File: src/rtl/core/tws_pkg.sv
// Shared types and constants of the time window schedule table.
`default_nettype none

package tws_pkg;

    localparam int TABLE_DEPTH = 32;
    localparam int ADDR_W = (TABLE_DEPTH > 1) ? $clog2(TABLE_DEPTH) : 1;
    localparam int CNT_W = $clog2(TABLE_DEPTH + 1);
    localparam int SUM_W = 9;
    localparam int SEC_W = 17;

    typedef enum logic [1:0] {
        OP_ADD_WEEKLY = 2'd0,
        OP_ADD_DATED  = 2'd1,
        OP_CHECK      = 2'd2,
        OP_CLEAR      = 2'd3
    } op_t;

    // One stored window; unused day fields are held at zero.
    typedef struct packed {
        logic             dated;
        logic [3:0]       rec_tag;
        logic [2:0]       weekday;
        logic [11:0]      year;
        logic [3:0]       month;
        logic [4:0]       day_of_month;
        logic [SEC_W-1:0] seg_end;
        logic [SEC_W-1:0] seg_start;
    } window_t;

    localparam int REC_W = $bits(window_t);

    typedef struct packed {
        logic              we;
        logic [ADDR_W-1:0] waddr;
        window_t           wdata;
        logic              re;
        logic [ADDR_W-1:0] raddr;
    } mem_req_t;

    typedef struct packed {
        logic [SUM_W-1:0] active_sum;
        logic             merged;
        logic             dropped;
    } result_t;

    typedef struct packed {
        logic             busy;
        logic [CNT_W-1:0] fill;
    } status_t;

endpackage

`default_nettype wire

File: src/rtl/core/time_window_schedule_table_unit.sv
// Top level of the time window schedule table: sequencer, table memory, output register.
`default_nettype none

// The table holds up to TABLE_DEPTH (32) weekly or dated windows in one synchronous
// memory; a fill count marks the stored entries, so no clearing pass follows reset.
// One request is worked on at a time. An add or a check streams the stored entries
// out of the memory at one entry a cycle; an add that merges stops at the absorbing
// entry. A clear, and any request on an empty table, goes straight to the result
// without a scan. The result sits in an output register, and the next request is
// taken while it waits to be collected.

module time_window_schedule_table_unit
    import tws_pkg::*;
(
    input  wire logic             clk,
    input  wire logic             rst_n,
    input  wire logic             in_valid,
    output logic                  in_stall,
    input  wire logic [1:0]       kind,
    input  wire logic [3:0]       rec_tag,
    input  wire logic [2:0]       weekday,
    input  wire logic [11:0]      year,
    input  wire logic [3:0]       month,
    input  wire logic [4:0]       day_of_month,
    input  wire logic [SEC_W-1:0] seg_start,
    input  wire logic [SEC_W-1:0] seg_end,
    input  wire logic [SEC_W-1:0] now_seconds,
    output logic                  out_valid,
    input  wire logic             out_stall,
    output logic [SUM_W-1:0]      active_sum,
    output logic                  merged,
    output logic                  dropped
);

    mem_req_t mem_req;
    window_t  rdata;
    status_t  stat;
    result_t  res;
    logic     res_valid;
    logic     res_ready;
    logic     out_valid_reg;
    result_t  out_reg;

    tws_ctrl u_ctrl (
        .clk          (clk),
        .rst_n        (rst_n),
        .in_valid     (in_valid),
        .in_stall     (in_stall),
        .kind         (kind),
        .rec_tag      (rec_tag),
        .weekday      (weekday),
        .year         (year),
        .month        (month),
        .day_of_month (day_of_month),
        .seg_start    (seg_start),
        .seg_end      (seg_end),
        .now_seconds  (now_seconds),
        .res_ready    (res_ready),
        .res_valid    (res_valid),
        .res          (res),
        .mem_req      (mem_req),
        .rdata        (rdata),
        .stat         (stat)
    );

    tws_mem #(
        .DEPTH (TABLE_DEPTH),
        .WIDTH (REC_W),
        .AW    (ADDR_W)
    ) u_mem (
        .clk   (clk),
        .we    (mem_req.we),
        .waddr (mem_req.waddr),
        .wdata (mem_req.wdata),
        .re    (mem_req.re),
        .raddr (mem_req.raddr),
        .rdata (rdata)
    );

    // Load a finished result once the previous one has gone.
    assign res_ready = !out_valid_reg || !out_stall;

    always_ff @(posedge clk or negedge rst_n)
    begin
        if (!rst_n)
        begin
            out_valid_reg <= 1'b0;
            out_reg       <= '0;
        end
        else
        begin
            if (res_valid && res_ready)
            begin
                out_valid_reg <= 1'b1;
                out_reg       <= res;
            end
            else if (!out_stall)
            begin
                out_valid_reg <= 1'b0;
            end
        end
    end

    assign out_valid  = out_valid_reg;
    assign active_sum = out_reg.active_sum;
    assign merged     = out_reg.merged;
    assign dropped    = out_reg.dropped;

`ifndef NO_ASSERTIONS
    a_write_busy: assert property (@(posedge clk) disable iff (!rst_n)
        mem_req.we |-> stat.busy)
        else $error("table written while no request is in progress");

    a_fill_bound: assert property (@(posedge clk) disable iff (!rst_n)
        stat.fill <= CNT_W'(TABLE_DEPTH))
        else $error("fill count beyond table depth");

    a_write_addr: assert property (@(posedge clk) disable iff (!rst_n)
        mem_req.we |-> (CNT_W'(mem_req.waddr) <= stat.fill))
        else $error("write beyond the stored entries");

    a_accept_busy: assert property (@(posedge clk) disable iff (!rst_n)
        (in_valid && !in_stall) |=> stat.busy)
        else $error("accepted request did not start work");
`endif

endmodule

`default_nettype wire

File: src/rtl/core/tws_mem.sv
// Single-port-write, single-port-read table memory with registered read data.
`default_nettype none

module tws_mem #(
    parameter int DEPTH = 32,
    parameter int WIDTH = 63,
    parameter int AW    = (DEPTH > 1) ? $clog2(DEPTH) : 1
) (
    input  wire logic             clk,
    input  wire logic             we,
    input  wire logic [AW-1:0]    waddr,
    input  wire logic [WIDTH-1:0] wdata,
    input  wire logic             re,
    input  wire logic [AW-1:0]    raddr,
    output logic      [WIDTH-1:0] rdata
);

    logic [WIDTH-1:0] mem [DEPTH];

    always_ff @(posedge clk)
    begin
        if (we)
        begin
            mem[waddr] <= wdata;
        end
    end

    always_ff @(posedge clk)
    begin
        if (re)
        begin
            rdata <= mem[raddr];
        end
    end

endmodule

`default_nettype wire

File: src/rtl/core/tws_ctrl.sv
// Scan sequencer: streams table entries, merges, stores and sums windows.
`default_nettype none

module tws_ctrl
    import tws_pkg::*;
(
    input  wire logic             clk,
    input  wire logic             rst_n,
    input  wire logic             in_valid,
    output logic                  in_stall,
    input  wire logic [1:0]       kind,
    input  wire logic [3:0]       rec_tag,
    input  wire logic [2:0]       weekday,
    input  wire logic [11:0]      year,
    input  wire logic [3:0]       month,
    input  wire logic [4:0]       day_of_month,
    input  wire logic [SEC_W-1:0] seg_start,
    input  wire logic [SEC_W-1:0] seg_end,
    input  wire logic [SEC_W-1:0] now_seconds,
    input  wire logic             res_ready,
    output logic                  res_valid,
    output result_t               res,
    output mem_req_t              mem_req,
    input  wire window_t          rdata,
    output status_t               stat
);

    typedef enum logic [1:0] {
        S_IDLE,
        S_SCAN,
        S_DONE
    } state_t;

    state_t            state_reg, state_next;
    logic [CNT_W-1:0]  fill_reg, fill_next;
    op_t               op_reg, op_next;
    window_t           item_reg, item_next;
    logic [SEC_W-1:0]  now_reg, now_next;
    logic [CNT_W-1:0]  k_reg, k_next;
    logic              dv_reg, dv_next;
    logic [ADDR_W-1:0] daddr_reg, daddr_next;
    logic              dlast_reg, dlast_next;
    logic              merged_reg, merged_next;
    logic [SUM_W-1:0]  sum_dated_reg, sum_dated_next;
    logic [SUM_W-1:0]  sum_weekly_reg, sum_weekly_next;

    op_t               in_op;
    window_t           new_win;
    window_t           widened;
    logic              same_key;
    logic              touches;
    logic              contains;
    logic              dated_hit;
    logic              weekly_hit;
    logic              is_add;
    logic              table_full;
    logic [CNT_W-1:0]  rev_idx;
    logic [ADDR_W-1:0] issue_addr;

    function automatic logic [SUM_W-1:0] sat_add(input logic [SUM_W-1:0] a,
                                                 input logic [3:0] b);
        logic [SUM_W:0] t;
        t = {1'b0, a} + (SUM_W + 1)'(b);
        return t[SUM_W] ? {SUM_W{1'b1}} : t[SUM_W-1:0];
    endfunction

    // Windows that come back from the memory are compared against the held item.
    always_comb
    begin
        in_op = op_t'(kind);

        new_win.dated        = (in_op == OP_ADD_DATED);
        new_win.rec_tag      = rec_tag;
        new_win.weekday      = (in_op == OP_ADD_DATED) ? 3'd0 : weekday;
        new_win.year         = (in_op == OP_ADD_WEEKLY) ? 12'd0 : year;
        new_win.month        = (in_op == OP_ADD_WEEKLY) ? 4'd0 : month;
        new_win.day_of_month = (in_op == OP_ADD_WEEKLY) ? 5'd0 : day_of_month;
        new_win.seg_start    = seg_start;
        new_win.seg_end      = seg_end;

        same_key = (rdata.dated == item_reg.dated)
                && (rdata.rec_tag == item_reg.rec_tag)
                && (rdata.weekday == item_reg.weekday)
                && (rdata.year == item_reg.year)
                && (rdata.month == item_reg.month)
                && (rdata.day_of_month == item_reg.day_of_month);
        touches = (rdata.seg_start <= item_reg.seg_end)
               && (item_reg.seg_start <= rdata.seg_end);

        widened = rdata;
        if (item_reg.seg_start < rdata.seg_start)
        begin
            widened.seg_start = item_reg.seg_start;
        end
        if (item_reg.seg_end > rdata.seg_end)
        begin
            widened.seg_end = item_reg.seg_end;
        end

        contains = (now_reg >= rdata.seg_start) && (now_reg < rdata.seg_end);
        dated_hit = rdata.dated && (rdata.year == item_reg.year)
                 && (rdata.month == item_reg.month)
                 && (rdata.day_of_month == item_reg.day_of_month) && contains;
        weekly_hit = !rdata.dated && (rdata.weekday == item_reg.weekday) && contains;

        is_add = (op_reg == OP_ADD_WEEKLY) || (op_reg == OP_ADD_DATED);
        table_full = (fill_reg == CNT_W'(TABLE_DEPTH));

        rev_idx = fill_reg - k_reg - CNT_W'(1);
        issue_addr = (op_reg == OP_ADD_DATED) ? rev_idx[ADDR_W-1:0] : k_reg[ADDR_W-1:0];
    end

    always_comb
    begin
        state_next      = state_reg;
        fill_next       = fill_reg;
        op_next         = op_reg;
        item_next       = item_reg;
        now_next        = now_reg;
        k_next          = k_reg;
        dv_next         = 1'b0;
        daddr_next      = daddr_reg;
        dlast_next      = dlast_reg;
        merged_next     = merged_reg;
        sum_dated_next  = sum_dated_reg;
        sum_weekly_next = sum_weekly_reg;

        mem_req   = '0;
        res       = '0;
        res_valid = 1'b0;
        in_stall  = (state_reg != S_IDLE);
        stat.busy = (state_reg != S_IDLE);
        stat.fill = fill_reg;

        case (state_reg)
            S_IDLE:
            begin
                if (in_valid)
                begin
                    op_next         = in_op;
                    item_next       = new_win;
                    now_next        = now_seconds;
                    k_next          = '0;
                    merged_next     = 1'b0;
                    sum_dated_next  = '0;
                    sum_weekly_next = '0;
                    if (in_op == OP_CLEAR)
                    begin
                        fill_next  = '0;
                        state_next = S_DONE;
                    end
                    else if (fill_reg == '0)
                    begin
                        state_next = S_DONE;
                    end
                    else
                    begin
                        state_next = S_SCAN;
                    end
                end
            end

            S_SCAN:
            begin
                // Issue one read a cycle until every stored entry is requested.
                if (k_reg < fill_reg)
                begin
                    mem_req.re    = 1'b1;
                    mem_req.raddr = issue_addr;
                    k_next        = k_reg + CNT_W'(1);
                    dv_next       = 1'b1;
                    daddr_next    = issue_addr;
                    dlast_next    = (k_reg == fill_reg - CNT_W'(1));
                end

                if (dv_reg)
                begin
                    if (is_add)
                    begin
                        if (same_key && touches)
                        begin
                            // Widen the stored window and drop the rest of the scan.
                            mem_req.we    = 1'b1;
                            mem_req.waddr = daddr_reg;
                            mem_req.wdata = widened;
                            merged_next   = 1'b1;
                            state_next    = S_DONE;
                        end
                        else if (dlast_reg)
                        begin
                            state_next = S_DONE;
                        end
                    end
                    else
                    begin
                        if (dated_hit)
                        begin
                            sum_dated_next = sat_add(sum_dated_reg, rdata.rec_tag);
                        end
                        if (weekly_hit)
                        begin
                            sum_weekly_next = sat_add(sum_weekly_reg, rdata.rec_tag);
                        end
                        if (dlast_reg)
                        begin
                            state_next = S_DONE;
                        end
                    end
                end
            end

            S_DONE:
            begin
                res_valid      = 1'b1;
                res.merged     = is_add && merged_reg;
                res.dropped    = is_add && !merged_reg && table_full;
                res.active_sum = (op_reg != OP_CHECK) ? '0
                               : (sum_dated_reg != '0) ? sum_dated_reg : sum_weekly_reg;
                if (res_ready)
                begin
                    if (is_add && !merged_reg && !table_full)
                    begin
                        mem_req.we    = 1'b1;
                        mem_req.waddr = fill_reg[ADDR_W-1:0];
                        mem_req.wdata = item_reg;
                        fill_next     = fill_reg + CNT_W'(1);
                    end
                    state_next = S_IDLE;
                end
            end

            default:
            begin
                state_next = S_IDLE;
            end
        endcase
    end

    always_ff @(posedge clk or negedge rst_n)
    begin
        if (!rst_n)
        begin
            state_reg      <= S_IDLE;
            fill_reg       <= '0;
            op_reg         <= OP_CLEAR;
            item_reg       <= '0;
            now_reg        <= '0;
            k_reg          <= '0;
            dv_reg         <= 1'b0;
            daddr_reg      <= '0;
            dlast_reg      <= 1'b0;
            merged_reg     <= 1'b0;
            sum_dated_reg  <= '0;
            sum_weekly_reg <= '0;
        end
        else
        begin
            state_reg      <= state_next;
            fill_reg       <= fill_next;
            op_reg         <= op_next;
            item_reg       <= item_next;
            now_reg        <= now_next;
            k_reg          <= k_next;
            dv_reg         <= dv_next;
            daddr_reg      <= daddr_next;
            dlast_reg      <= dlast_next;
            merged_reg     <= merged_next;
            sum_dated_reg  <= sum_dated_next;
            sum_weekly_reg <= sum_weekly_next;
        end
    end

endmodule

`default_nettype wire
File: config.mk
export PLATFORM = sky130hd
export DESIGN_NAME = time_window_schedule_table_unit
export DESIGN_NICKNAME = d
export VERILOG_FILES = /design/src/rtl/core/tws_pkg.sv /design/src/rtl/core/time_window_schedule_table_unit.sv /design/src/rtl/core/tws_mem.sv /design/src/rtl/core/tws_ctrl.sv
export SDC_FILE = /design/constraint.sdc
export NUM_CORES = 2
export LEC_CHECK = 0
export BUFFER_PORTS_ARGS = -buffer_cell sky130_fd_sc_hd__buf_4
export CORE_MARGIN = 4
export CORE_UTILIZATION = 30
export CTS_BUF_LIST = sky130_fd_sc_hd__clkbuf_2 sky130_fd_sc_hd__clkbuf_4 sky130_fd_sc_hd__clkbuf_8
export DETAILED_ROUTE_END_ITERATION = 12
export GPL_ROUTABILITY_DRIVEN = 0
export PLACE_DENSITY = 0.51
export SLEW_MARGIN = 5
export SYNTH_ARGS = -nofsm -noshare
export SYNTH_HDL_FRONTEND = slang
export SYNTH_SLANG_ARGS = --single-unit
File: constraint.sdc
create_clock -name clk -period 9.7 [get_ports clk]
set_input_delay 0.97 -clock clk [delete_from_list [all_inputs] [get_ports clk]]
set_output_delay 0.97 -clock clk [all_outputs]
set_load 0.005 [all_outputs]
==> results.ini <==
[run_status]
status=finished, final reports clean

[power]
ir_worst_vdd_mv=0.308
power-per-cell-area_nw_per_um2=256
leakagePower_nw=36.0

[sta]
timing.final.crit_share_pct=64.7
finalHoldViolCount=0
drv_slew=0
max_freq_mhz=159
setup-violations-final=0
rsz0062_at_grt=no
tns_ns=0
fin_skew_ns=0.0962
slew_headroom_pct=11.8
period_minus_slack_ns=6.28
tightest_slew_ns=1.32

[finish]
fillers=28200
design_area_sq_um=103000
area_delta_synth_final_pct=15.1
drive_gt1_share_pct=18.7
fin_nets=5993
largest_register_ff_count=2016

[place]
place_area_sq_um=95900
io_buffers=97
dp_hpwl_mm=158

[worst_setup_path]
endpoint=u_mem.mem[7][31]
crit_type=reg2reg
critPathLaunch=u_mem.rdata[33]
ff2ff_path_depth=11
cp-start-kind=register
r2r_start=u_mem.rdata[33]
worstPathArrival_ns=6.87
cp.required_ns=10.30
r2r-end=u_mem.mem[7][31]
worst-r2r-setup-slack_ns=3.42
crit_fanout=42
endpoint_kind=register

[yosys]
synth_seq_area_share_pct=73.5
ys.flop_type=edfxtp_1
ys_warn_count=0
synthArstFlopShare_pct=6.06
yosys_register_bits=2213
synth_cells=5449
synth-edff-count=2079
synth_cell_types=72
syn_nets=5661
synth.avg_cell_area_sq_um=16.4
synth_area_sq_um=89500

[routing]
viasPerCell=5.38
drt_iter0_drc=5403
drc=0
first_pass_iters=5
routed_wl_mm=286
vias=53800
wl_per_cell_um=28.6
route.antenna.remaining_nets=0

[die]
fp-row-count=200
ioPinCount=98
die_area_sq_um=307000
start_util_pct=30.1
core-area_sq_um=297000
fp.dieH_um=554
die_x_um=554

[grt]
grt_pass1_vias=53300
grt_overflow=0
antenna_found_initial=8
grt_use_total_pct=18.1
grt_max_degree=102
grt_pass1_wl_mm=405

[clocking]
cts_htree_levels=5
clock_latency_ns=1.08
cts.clk_slew.worst_paths_ns=0.06
root_buffer=clkbuf_8
cts_sinks=2213
numCtsBuffers=388
cts_tree=done
cts_max_path_buffers=4
cts_setup_buffers=0

[hold_path]
worstHoldPathType=in2reg

[run]
max_cap_violations=0

## worst min path at each step
stage / from / endpoint / slack, ns / depth (start not counted)
after floorplan: dropped / dropped / 0.47 / 2
final: year[11] / u_ctrl.item_reg[54] / 0.13 / 2
after global routing: seg_start[7] / u_ctrl.item_reg[7] / 0.07 / 2
after detailed placement: active_sum[4] / active_sum[4] / 0.48 / 2
after CTS: seg_start[5] / u_ctrl.item_reg[5] / 0.02 / 2
after global placement: active_sum[2] / active_sum[2] / 0.48 / 2
## report_power, final
part,switching (mW),internal (mW),total [mW]
Combinational,4.55,2.24,6.79
Sequential,0.348,11.1,11.4
Clock,3.72,4.42,8.14
## layout make-up
cell class	instances	area [sq um]	share of cell area (%)
antenna	5	12.5	0.0121
clock buffer	525	6470	6.27
clock inverter	140	727	0.705
inverter	89	342	0.331
multi-input combinational	2801	22500	21.8
sequential	2213	65800	63.8
tap	3939	4930	4.78
timing repair buffer	288	2360	2.29
## synthesized netlist by cell type, types with 4 or more instances
| cell | instances | area (sq um) |
|---|---|---|
| a211oi_1 | 265 | 1990 |
| nor3_1 | 79 | 395 |
| o22ai_1 | 6 | 37.5 |
| edfxtp_1 | 2079 | 62400 |
| nand2b_1 | 11 | 68.8 |
| nor2b_1 | 43 | 269 |
| nand2_1 | 441 | 1660 |
| mux2i_1 | 445 | 4450 |
| o2111ai_1 | 4 | 35.0 |
| a31oi_1 | 70 | 438 |
| o21a_1 | 11 | 82.6 |
| xor2_1 | 10 | 87.6 |
| mux2_2 | 59 | 664 |
| nor3b_1 | 8 | 60.1 |
| a21o_1 | 21 | 158 |
| a211o_1 | 4 | 35.0 |
| ha_1 | 124 | 1550 |
| buf_4 | 9 | 67.6 |
| o211ai_1 | 13 | 97.6 |
| nor4_1 | 4 | 25.0 |
| and3_1 | 67 | 419 |
| or4_1 | 4 | 30.0 |
| a32o_1 | 17 | 170 |
| or3_1 | 5 | 31.3 |
| a221oi_1 | 64 | 561 |
| nor2_1 | 54 | 203 |
| buf_1 | 25 | 93.8 |
| clkbuf_1 | 227 | 852 |
| xnor2_1 | 41 | 359 |
| inv_1 | 89 | 334 |
| mux4_2 | 126 | 2840 |
| dfrtp_1 | 132 | 3300 |
| a22o_1 | 43 | 377 |
| o221ai_1 | 189 | 1660 |
| buf_2 | 85 | 425 |
| a21oi_1 | 315 | 1580 |
| o21ai_0 | 119 | 596 |
| nand4_1 | 27 | 169 |
| nand3_1 | 27 | 135 |
| o21ai_1 | 6 | 30.0 |
| a22oi_1 | 31 | 233 |
## layer usage
layer	share of wire, %	up-vias	global-route usage (%)
li1	-	22500	-
met1	45	28700	25.9
met2	46	2180	28.2
met3	7.3	396	3.39
met4	2.2	2	4.78
met5	0.0049	-	0
## stage by stage
step	power, mW	hold slack, ns	utilization (%)	cells	setup WS, ns
final	26.4	0.133	34.7	10000	3.42
after global routing	27.5	0.0712	34.7	9997	3.35
after CTS	26.5	0.0188	34.7	9994	3.47
after detailed placement	18.4	0.484	32.3	9328	3.55
after global placement	18.4	0.476	32.3	9328	3.49
after floorplan	15.7	0.472	-	5449	1.89
## critical path: stages (launching register included)
cell and delay, ns:
edfxtp_1 0.68, inv_1 0.19, ha_1 0.36, and4_1 0.19, a221oi_1 0.42, o22ai_1 0.37
nor4_4 0.26, buf_4 0.46, a22oi_1 0.21, or4_1 0.72, nor2_4 0.87, buf_4 0.94
## layout by cell type (no fill, tap or decap), types with 8 or more instances in the layout
master / netlist / routed
o21ai_0: 119 / 119
clkbuf_8: 0 / 404
nor2_1: 54 / 32
nand4_1: 27 / 27
a22o_1: 43 / 39
nand3_1: 27 / 27
a22oi_1: 31 / 31
clkbuf_4: 0 / 121
nor2b_1: 43 / 26
inv_1: 89 / 88
xnor2_1: 41 / 41
a32o_1: 17 / 11
nor2_4: 0 / 21
nor3_1: 79 / 79
o221ai_1: 189 / 189
buf_12: 0 / 15
and3_1: 67 / 67
a21o_1: 21 / 21
edfxtp_1: 2079 / 2079
clkinv_2: 0 / 32
a221oi_1: 64 / 64
a211oi_1: 265 / 261
ha_1: 124 / 123
a31oi_1: 70 / 69
nor2b_2: 0 / 15
xor2_1: 10 / 10
mux2i_1: 445 / 444
o21a_1: 11 / 8
dfrtp_1: 132 / 132
mux2_2: 59 / 58
nand2_1: 441 / 436
nand2b_1: 11 / 11
o211ai_1: 13 / 13
a21oi_1: 315 / 313
buf_4: 9 / 270
mux4_2: 126 / 126
clkinv_1: 0 / 96
## kinds of logic (layout without fill, tap and decap cells)
group / Yosys count / after routing / share of synthesized area [%]
multiplexers: 630 / 630 / 8.89
XOR/XNOR: 51 / 51 / 0.499
AO/OA/AOI/OAI: 1199 / 1199 / 9.27
flip-flops: 2213 / 2213 / 73.5
buffers and inverters: 435 / 1042 / 1.98
AND/OR/NAND/NOR: 794 / 794 / 4.11
other: 0 / 5 / 0
adder cells (fa/ha/maj): 127 / 127 / 1.80
## what timing repair did
item,CTS,global route
hold endpoints to repair,57,0
hold buffers,1,0
resized for setup,0,0
No activity file was read; power rests on OpenSTA's default activity.
